[config.mk]
export PLATFORM = sky130hd
export DESIGN_NAME = bpdc_div
export DESIGN_NICKNAME = d
export VERILOG_FILES = /design/src/rtl/core/bpdc_pkg.sv /design/src/rtl/core/bpdc_div.sv
export SDC_FILE = /design/constraint.sdc
export NUM_CORES = 1
export LEC_CHECK = 0
export ABC_AREA = 0
export BUFFER_PORTS_ARGS = -buffer_cell sky130_fd_sc_hd__buf_2
export CAP_MARGIN = 0
export CELL_PAD_IN_SITES_DETAIL_PLACEMENT = 1
export CELL_PAD_IN_SITES_GLOBAL_PLACEMENT = 2
export CORE_ASPECT_RATIO = 1.5
export CORE_UTILIZATION = 34
export CTS_BUF_LIST = sky130_fd_sc_hd__clkbuf_2 sky130_fd_sc_hd__clkbuf_4 sky130_fd_sc_hd__clkbuf_8
export CTS_CLUSTER_SIZE = 40
export DETAILED_ROUTE_END_ITERATION = 6
export GPL_TIMING_DRIVEN = 0
export PLACE_DENSITY = 0.86
export RECOVER_POWER = 100
export SLEW_MARGIN = 20
export SYNTH_ARGS = -nofsm -noshare
export SYNTH_HDL_FRONTEND = slang
export SYNTH_SLANG_ARGS = --single-unit
[constraint.sdc]
create_clock -name clk -period 3.81 [get_ports clk]
set_input_delay 0.1905 -clock clk [delete_from_list [all_inputs] [get_ports clk]]
set_output_delay 0.1905 -clock clk [all_outputs]
set_load 0.02 [all_outputs]
[src/rtl/core/bpdc_pkg.sv]
`default_nettype none

package bpdc_pkg;

  // Field widths of the words on the three channels.
  localparam int FACE_W     = 40;
  localparam int RATE_W     = 26;
  localparam int FREQ_W     = 4;
  localparam int COUNT_W    = 11;
  localparam int YIELD_W    = 32;
  localparam int PRICE_W    = 48;
  localparam int DUR_W      = 32;
  localparam int CONV_W     = 40;
  localparam int CFG_IDX_W  = 2;
  localparam int CFG_DATA_W = 40;

  localparam int MAX_PAYMENTS_DEF = 1024;

  // Configuration register indexes.
  localparam logic [CFG_IDX_W-1:0] CFG_FACE  = 2'd0;
  localparam logic [CFG_IDX_W-1:0] CFG_RATE  = 2'd1;
  localparam logic [CFG_IDX_W-1:0] CFG_FREQ  = 2'd2;
  localparam logic [CFG_IDX_W-1:0] CFG_COUNT = 2'd3;

  localparam logic [FACE_W-1:0]  FACE_RESET  = 40'd6553600;
  localparam logic [RATE_W-1:0]  RATE_RESET  = '0;
  localparam logic [FREQ_W-1:0]  FREQ_RESET  = 4'd1;
  localparam logic [COUNT_W-1:0] COUNT_RESET = 11'd1;

  // Shared divider geometry: the dividend is left aligned in DIV_NUM_W bits.
  localparam int DIV_NUM_W  = 128;
  localparam int DIV_DEN_W  = 64;
  localparam int DIV_QUO_W  = 64;
  localparam int DIV_STEP_W = 7;

  typedef struct packed {
    logic                  start;
    logic [DIV_NUM_W-1:0]  num;
    logic [DIV_DEN_W-1:0]  den;
    logic [DIV_STEP_W-1:0] steps;
  } div_cmd_t;

  typedef struct packed {
    logic                 done;
    logic [DIV_QUO_W-1:0] quo;
  } div_rsp_t;

endpackage

`default_nettype wire

[src/rtl/core/bpdc_div.sv]
`default_nettype none

// Restoring divider, one quotient bit per cycle. Quotient bits that fall
// off the top mark an overflow and the result saturates to all ones.
module bpdc_div (
  input  wire logic               clk,
  input  wire logic               rst_n,
  input  wire bpdc_pkg::div_cmd_t cmd,
  output bpdc_pkg::div_rsp_t      rsp
);

  logic [bpdc_pkg::DIV_NUM_W-1:0]  num_r;
  logic [bpdc_pkg::DIV_DEN_W-1:0]  den_r;
  logic [bpdc_pkg::DIV_DEN_W-1:0]  rem_r;
  logic [bpdc_pkg::DIV_QUO_W-1:0]  quo_r;
  logic                            ovf_r;
  logic [bpdc_pkg::DIV_STEP_W-1:0] cnt_r;
  logic                            busy_r;
  logic                            done_r;

  logic [bpdc_pkg::DIV_DEN_W:0]    rem_sh;
  logic [bpdc_pkg::DIV_DEN_W:0]    rem_sub;
  logic                            fits;
  logic [bpdc_pkg::DIV_DEN_W-1:0]  rem_step;

  always_comb begin
    rem_sh   = {rem_r, num_r[bpdc_pkg::DIV_NUM_W-1]};
    rem_sub  = rem_sh - {1'b0, den_r};
    fits     = (rem_sh >= {1'b0, den_r});
    rem_step = fits ? rem_sub[bpdc_pkg::DIV_DEN_W-1:0] : rem_sh[bpdc_pkg::DIV_DEN_W-1:0];
  end

  always_ff @(posedge clk) begin
    if (!rst_n) begin
      busy_r <= 1'b0;
      done_r <= 1'b0;
    end else begin
      done_r <= 1'b0;
      if (cmd.start) begin
        busy_r <= 1'b1;
      end else if (busy_r && cnt_r == bpdc_pkg::DIV_STEP_W'(1)) begin
        busy_r <= 1'b0;
        done_r <= 1'b1;
      end
    end
  end

  always_ff @(posedge clk) begin
    if (cmd.start) begin
      num_r <= cmd.num;
      den_r <= cmd.den;
      rem_r <= '0;
      quo_r <= '0;
      ovf_r <= 1'b0;
      cnt_r <= cmd.steps;
    end else if (busy_r) begin
      num_r <= {num_r[bpdc_pkg::DIV_NUM_W-2:0], 1'b0};
      rem_r <= rem_step;
      quo_r <= {quo_r[bpdc_pkg::DIV_QUO_W-2:0], fits};
      ovf_r <= ovf_r | quo_r[bpdc_pkg::DIV_QUO_W-1];
      cnt_r <= cnt_r - bpdc_pkg::DIV_STEP_W'(1);
    end
  end

  assign rsp.done = done_r;
  assign rsp.quo  = ovf_r ? '1 : quo_r;

endmodule

`default_nettype wire

==> impl_metrics.py, run 1 <==
metrics = {
    "grt": {
        "grt_usage_pct": 24.5,
        "antenna_found_initial": 2,
        "grt_overflow": 0,
        "met2_usage_pct": 46.6,
        "grt_pass1_vias": 16400,
        "grtUsageMet1_pct": 25.8,
        "grt-busiest-layer": "met2",
        "grt_use_met3_pct": 3.76,
        "grt_pass1_wl_microns": 95500,
        "grt_max_degree": 39,
    },
    "floorplan": {
        "start_util_pct": 34.5,
        "fp.dieW_microns": 185,
        "design.die.area_sq_um": 51300,
        "coreArea_sq_um": 49700,
        "die_y_microns": 277,
        "rows": 100,
        "io_pins": 267,
    },
    "detailed_routing": {
        "dr.pass1.iters": 5,
        "drc": 0,
        "wl_microns": 62500,
        "drtAntennaViolNets": 0,
        "wl_per_cell_microns": 21.7,
        "drt_iter0_markers": 600,
        "vias": 14600,
        "vias_per_cell": 5.08,
    },
    "sta": {
        "slew-limit-headroom_pct": -45.4,
        "clock_skew_ns": 0.0337,
        "max_freq_mhz": 275,
        "finalHoldViolCount": 0,
        "tightest_slew_ns": 2.18,
        "period_needed_ns": 3.64,
        "worst_slack_ns": 0.169,
        "setup_viol": 0,
        "drv_slew": 39,
        "setup_tns_ns": 0,
        "post-route-period-util_pct": 95.6,
    },
    "placed_design": {
        "io_buffers": 266,
        "placed_cells": 2571,
        "dp_hpwl_microns": 42300,
        "dpl-instance-area_sq_um": 19400,
        "pre_cts_slack_ns": 0.156,
        "gp_congestion": 0.901,
    },
    "final_layout": {
        "stdcell_area_sq_um": 22600,
        "nNetsFinal": 2435,
        "finalNonFillerCells": 2875,
        "seq_area_sq_um": 8600,
        "syn_to_final_growth_pct": 31.8,
        "nFillCells": 5604,
        "multiInputGateArea_sq_um": 7820,
        "final_util_pct": 45.5,
        "drive_above_1_share_pct": 22.7,
    },
    "clock_network": {
        "clkTransAtPathRegs_ns": 0.07,
        "cts-root-buf": "clkbuf_8",
        "cts.sinks": 330,
        "clk-insertion-delay-late_ns": 0.64,
        "ctsLongestPathBuffers": 3,
        "cts_max_level": 2,
        "cts_tree": "built",
        "cts-buffers-inserted": 54,
    },
    "run": {
        "maxCapViolCount": 1,
    },
    "critical_path": {
        "worstPathArrival_ns": 4.17,
        "crit_path_end_kind": "flop",
        "cp_max_fo": 4,
        "crit_required_ns": 4.34,
        "crit_type": "flop to flop",
        "cp-start-kind": "flop",
    },
    "status": {
        "status": "complete, but fails checks",
        "violations": "capacitance limit, slew limit",
    },
    "synth": {
        "synth_seq_area_share_pct": 50.2,
        "syn-num-nets": 1906,
        "ys.warnings.count": 0,
        "synthFlopType": "edfxtp_1",
        "synth_edf_count": 199,
        "async_reset_ff_share_pct": 0,
        "syn_area_per_cell_sq_um": 10.5,
        "synth_cell_type_count": 70,
        "synthCells": 1637,
        "ys_ff_latch": 330,
        "syn-cell-area_sq_um": 17100,
    },
    "pwr": {
        "p_leak_nw": 9.27,
        "ir_worst_vdd_uv": 376,
        "power_density_nw_per_um2": 431,
    },
    "worst_hold_path": {
        "min_path_type": "input pin to flop",
    },
}
[report_power, final]
group | switching, mW | internal [mW]
combinational | 1.09 | 0.779
sequential | 0.140 | 4.10
clock | 1.60 | 2.03
[area by class of cell]
class	count	share of cell area (%)
repair buffers	473	14.8
clock inverters	23	1.10
flip-flops and latches	330	38.1
multi-input cells	1125	34.6
well taps	663	3.67
inverters	91	1.53
plain buffers	91	1.73
clock buffers	77	4.39
diodes	2	0.0222
[worst paths after layout]
kind | endpoint | slack, ns | depth (start not counted) | from
worst min register to register | rem_r[9] | 0.49 | 2 | rem_r[9]
worst min-delay path | den_r[17] | 0.27 | 2 | cmd[24]
worst max-delay path | rem_r[42] | 0.17 | 14 | num_r[127]
worst max register to register | rem_r[42] | 0.17 | 14 | num_r[127]
[per-layer routing]
metal | wire [microns] | up-vias
met5 | 0 | -
met4 | 2820 | 0
met3 | 2790 | 125
met2 | 33800 | 446
met1 | 23100 | 7096
li1 | - | 6927
[synth_stat cells (all sizes together) (3+ instances only)]
| library cell | instances | area [sq um] |
|---|---|---|
| nand2 | 120 | 450 |
| o21a | 9 | 67.6 |
| nand3 | 13 | 65.1 |
| nor3 | 23 | 120 |
| nand2b | 9 | 63.8 |
| or2 | 65 | 407 |
| mux2 | 127 | 1430 |
| nor2 | 160 | 601 |
| nor2b | 7 | 43.8 |
| nand4 | 24 | 150 |
| and3 | 5 | 36.3 |
| xor2 | 23 | 201 |
| a32oi | 7 | 61.3 |
| a21oi | 110 | 554 |
| edfxtp | 199 | 5980 |
| and2 | 5 | 31.3 |
| ha | 66 | 826 |
| a211oi | 16 | 133 |
| xnor2 | 39 | 342 |
| dfxtp | 131 | 2620 |
| nor4 | 4 | 31.3 |
| a21boi | 3 | 22.5 |
| inv | 91 | 342 |
| a22o | 4 | 35.0 |
| a21o | 20 | 150 |
| a31oi | 9 | 71.3 |
| nand3b | 3 | 22.5 |
| mux2i | 71 | 711 |
| buf | 28 | 149 |
| o211ai | 18 | 135 |
| a311oi | 4 | 35.0 |
| clkbuf | 63 | 238 |
| or3 | 5 | 31.3 |
| o21bai | 16 | 120 |
| o31ai | 9 | 67.6 |
| o21ai | 104 | 521 |
[sequential cells by signal, summed over array words and instances (netlist names)]
name and count:
den_r 64, num_r 128, rem_r 64, done_r 1
quo_r 64, busy_r 1, ovf_r 1, cnt_r 7
[metrics by stage]
step	total power [mW]	hold slack (ns)
floorplan	5.35	0.289
global placement	5.88	0.368
detailed placement	5.94	0.370
CTS	9.71	0.247
global route	10.1	0.271
finish	9.74	0.270
[logic make-up (layout without fill, tap and decap cells)]
family                   after synthesis  after routing  share of synthesized area (%)
multiplexers                         198            198                           12.5
buffers and inverters                182            755                           4.25
other                                  0              2                              0
AND/OR/NAND/NOR                      446            446                           12.1
adder cells (fa/ha/maj)               67             67                           4.94
flip-flops                           330            330                           50.2
XOR/XNOR                              62             62                           3.17
AO/OA/AOI/OAI                        352            352                           12.8
[timing repair]
action | in CTS | in global routing
endpoints found under the hold margin | 202 | 0
setup endpoints to repair | 0 | 20
buffers inserted | 0 | 1
hold buffers | 201 | 0
resized for setup | 0 | 6
[worst max-delay path, cell delays in order (launching register included)]
cell	delay, ns
edfxtp_1	0.48
inv_1	0.07
ha_1	0.23
fa_1	0.40
nor2b_1	0.23
o2111ai_1	0.16
and3_1	0.24
o21ai_1	0.28
a31o_2	0.34
a21oi_1	0.20
o31ai_2	0.36
a21oi_1	0.14
xnor2_1	0.15
nand2_1	0.07
a211oi_1	0.19
[placed cells by master (no fill, tap or decap), types with 90 or more instances in the layout]
cell,synthesis,final
dlygate4sd3_1,0,201
nor2_1,160,160
mux2_2,127,102
buf_2,20,210
a21oi_1,109,109
dfxtp_1,131,131
edfxtp_1,199,199
clkbuf_1,62,133
nand2_1,120,120
inv_1,91,90
(Power assumes the default switching activity.)
==> inputs of run 2 (changes only) <==
--- a/config.mk
+++ b/config.mk
@@ -16,8 +16,10 @@
 export CTS_CLUSTER_SIZE = 40
 export DETAILED_ROUTE_END_ITERATION = 6
 export GPL_TIMING_DRIVEN = 0
+export MAX_ROUTING_LAYER = met4
 export PLACE_DENSITY = 0.86
-export RECOVER_POWER = 100
+export RECOVER_POWER = 25
+export REMOVE_ABC_BUFFERS = 1
 export SLEW_MARGIN = 20
 export SYNTH_ARGS = -nofsm -noshare
 export SYNTH_HDL_FRONTEND = slang
==> run 2 against run 1 <==
The flow now finishes without violations. Routed wire length down 11%. Sequential share of layout area up 0.25 points. Combinational power down 5%. Register-to-register slack better by 0.08 ns. Setup slack better by 0.076 ns. Final cell count down 2.6%. Critical path type unchanged. Highest routed layer unchanged.
==> impl_metrics.py, run 2 (synthesized netlist as in run 1, its figures left out) <==
metrics = {
    "status": {
        "status": "complete, no violations",
    },
    "detailed_routing": {
        "vias": 14100,
        "drc": 0,
        "drtAntennaViolNets": 0,
        "dr.pass1.iters": 4,
        "vias_per_cell": 5.02,
        "drt_iter0_markers": 507,
        "wl_microns": 55900,
        "wl_per_cell_microns": 20.0,
    },
    "placed_design": {
        "io_buffers": 266,
        "dpl-instance-area_sq_um": 19200,
        "pre_cts_slack_ns": 0.155,
        "gp_congestion": 0.884,
        "dp_hpwl_microns": 35400,
    },
    "sta": {
        "period_needed_ns": 3.56,
        "max_freq_mhz": 281,
        "rsz0062_at_grt": "false",
        "worst_slack_ns": 0.245,
        "post-route-period-util_pct": 93.6,
        "clock_skew_ns": 0.0266,
        "finalHoldViolCount": 0,
        "tightest_slew_ns": 0.861,
        "setup_viol": 0,
        "setup_tns_ns": 0,
        "slew-limit-headroom_pct": 42.6,
        "drv_slew": 0,
    },
    "final_layout": {
        "layout_common_cells": "buf_2 (262), dlygate4sd3_1 (201), edfxtp_1 (199)",
        "final_util_pct": 45.2,
        "stdcell_area_sq_um": 22400,
        "syn_to_final_growth_pct": 31.0,
        "largest_reg_flops": 128,
        "nNetsFinal": 2354,
        "top_register": "num_r",
        "final_common_cell": "buf_2",
        "drive_above_1_share_pct": 27.6,
    },
    "critical_path": {
        "r2r-end": "rem_r[42]",
        "crit_required_ns": 4.38,
        "r2r_slack_ns": 0.25,
        "worstPathArrival_ns": 4.14,
        "cp_max_fo": 4,
        "crit_path_end_kind": "flop",
        "r2r-start": "num_r[127]",
        "crit_type": "flop to flop",
        "rr_worst_depth": 14,
        "cp-start-kind": "flop",
    },
    "clock_network": {
        "cts_tree": "built",
        "postCtsSetupBuffers": 0,
        "clkTransAtPathRegs_ns": 0.06,
        "ctsLongestPathBuffers": 3,
        "cts-buffers-inserted": 56,
        "cts_max_level": 2,
        "cts.sinks": 330,
        "cts-root-buf": "clkbuf_8",
        "clk-insertion-delay-late_ns": 0.66,
    },
    "pwr": {
        "p_int_mw": 6.80,
        "p_sw_share_pct": 28.4,
        "comb_power_share_pct": 18.6,
        "p_seq_share_pct": 44.7,
        "power_frac_clock_pct": 36.7,
        "p_leak_nw": 9.46,
        "p_switching_mw": 2.70,
        "ir_worst_vdd_uv": 405,
        "power_density_nw_per_um2": 423,
    },
    "floorplan": {
        "design.die.area_sq_um": 51300,
        "start_util_pct": 34.5,
        "io_pins": 267,
        "rows": 100,
        "fp.dieW_microns": 185,
        "coreArea_sq_um": 49700,
        "die_y_microns": 277,
    },
    "worst_hold_path": {
        "min_from": "cmd[63]",
        "holdPathEnd": "den_r[56]",
        "min_path_type": "input pin to flop",
        "whs_path_depth": 2,
    },
    "grt": {
        "antenna_found_initial": 9,
        "grt_usage_pct": 22.6,
        "grt_pass1_vias": 15700,
        "grt_max_degree": 115,
        "grt_overflow": 0,
        "grt_pass1_wl_microns": 87600,
    },
    "run": {
        "maxCapViolCount": 0,
    },
}
run 2: changes by cell type in the layout (fill, tap and decap cells not counted), sizes merged:
cell,previous run,this run
clkinvlp,1,0
buf,224,276
inv,92,93
bufinv,5,2
clkbuf,216,95
diode,2,9
clkinv,16,7
run 2: what timing repair did:
action | CTS | global route
hold endpoints to repair | 207 | 0
hold buffers | 201 | 0
endpoints found under the setup margin | 0 | 1
gates resized for setup | 0 | 1
run 2: cell type report:
class / count / area [sq um]
multi-input cells: 1125 / 7830
well taps: 663 / 830
clock inverters: 11 / 113
flip-flops and latches: 330 / 8600
diodes: 9 / 22.5
inverters: 91 / 349
fillers: 5487 / 27200
repair buffers: 481 / 3640
clock buffers: 91 / 1070
run 2: layer usage:
| metal | track usage [%] | vias to the layer above | wire [microns] |
|---|---|---|---|
| met5 | - | - | 0 |
| met4 | 7.57 | 0 | 1750 |
| met3 | 5.29 | 96 | 3040 |
| met2 | 41.8 | 334 | 30000 |
| met1 | 22.8 | 6871 | 21100 |
| li1 | - | 6760 | - |
run 2: per-stage QoR:
stage | cells | hold WS (ns) | power, mW
finish | 2801 | 0.243 | 9.50
global placement | 2475 | 0.368 | 5.85
detailed placement | 2489 | 0.369 | 5.87
floorplan | 1546 | 0.260 | 5.30
CTS | 2792 | 0.189 | 9.55
global route | 2801 | 0.204 | 9.94
run 2: worst max-delay path by stage:
stage,slack (ns),to,startpoint
floorplan,-4.33,cnt_r[0],busy_r
detailed placement,0.16,rem_r[42],num_r[127]
CTS,0.13,rem_r[42],num_r[127]
global route,0.008,rem_r[42],num_r[127]
finish,0.25,rem_r[42],num_r[127]
global placement,-10.03,num_r[46],cmd[199]
run 2: worst max-delay path, cell delays in order, from the launching register on:
cell       delay (ns)
edfxtp_1         0.37
inv_1            0.06
ha_1             0.22
fa_1             0.41
nor2b_1          0.25
o2111ai_1        0.17
and3_1           0.22
o21ai_1          0.31
a31o_2           0.36
a21oi_1          0.18
o31ai_2          0.33
a21oi_1          0.18
xnor2_1          0.17
nand2_1          0.07
a211oi_1         0.19
run 2: power by group through the flow:
stage,Sequential (mW),Clock (mW),Combinational (mW)
after floorplan,4.27,0,1.03
after global placement,4.34,0,1.51
after detailed placement,4.30,0,1.57
after CTS,4.23,3.57,1.75
after global routing,4.27,3.74,1.94
final,4.24,3.49,1.77
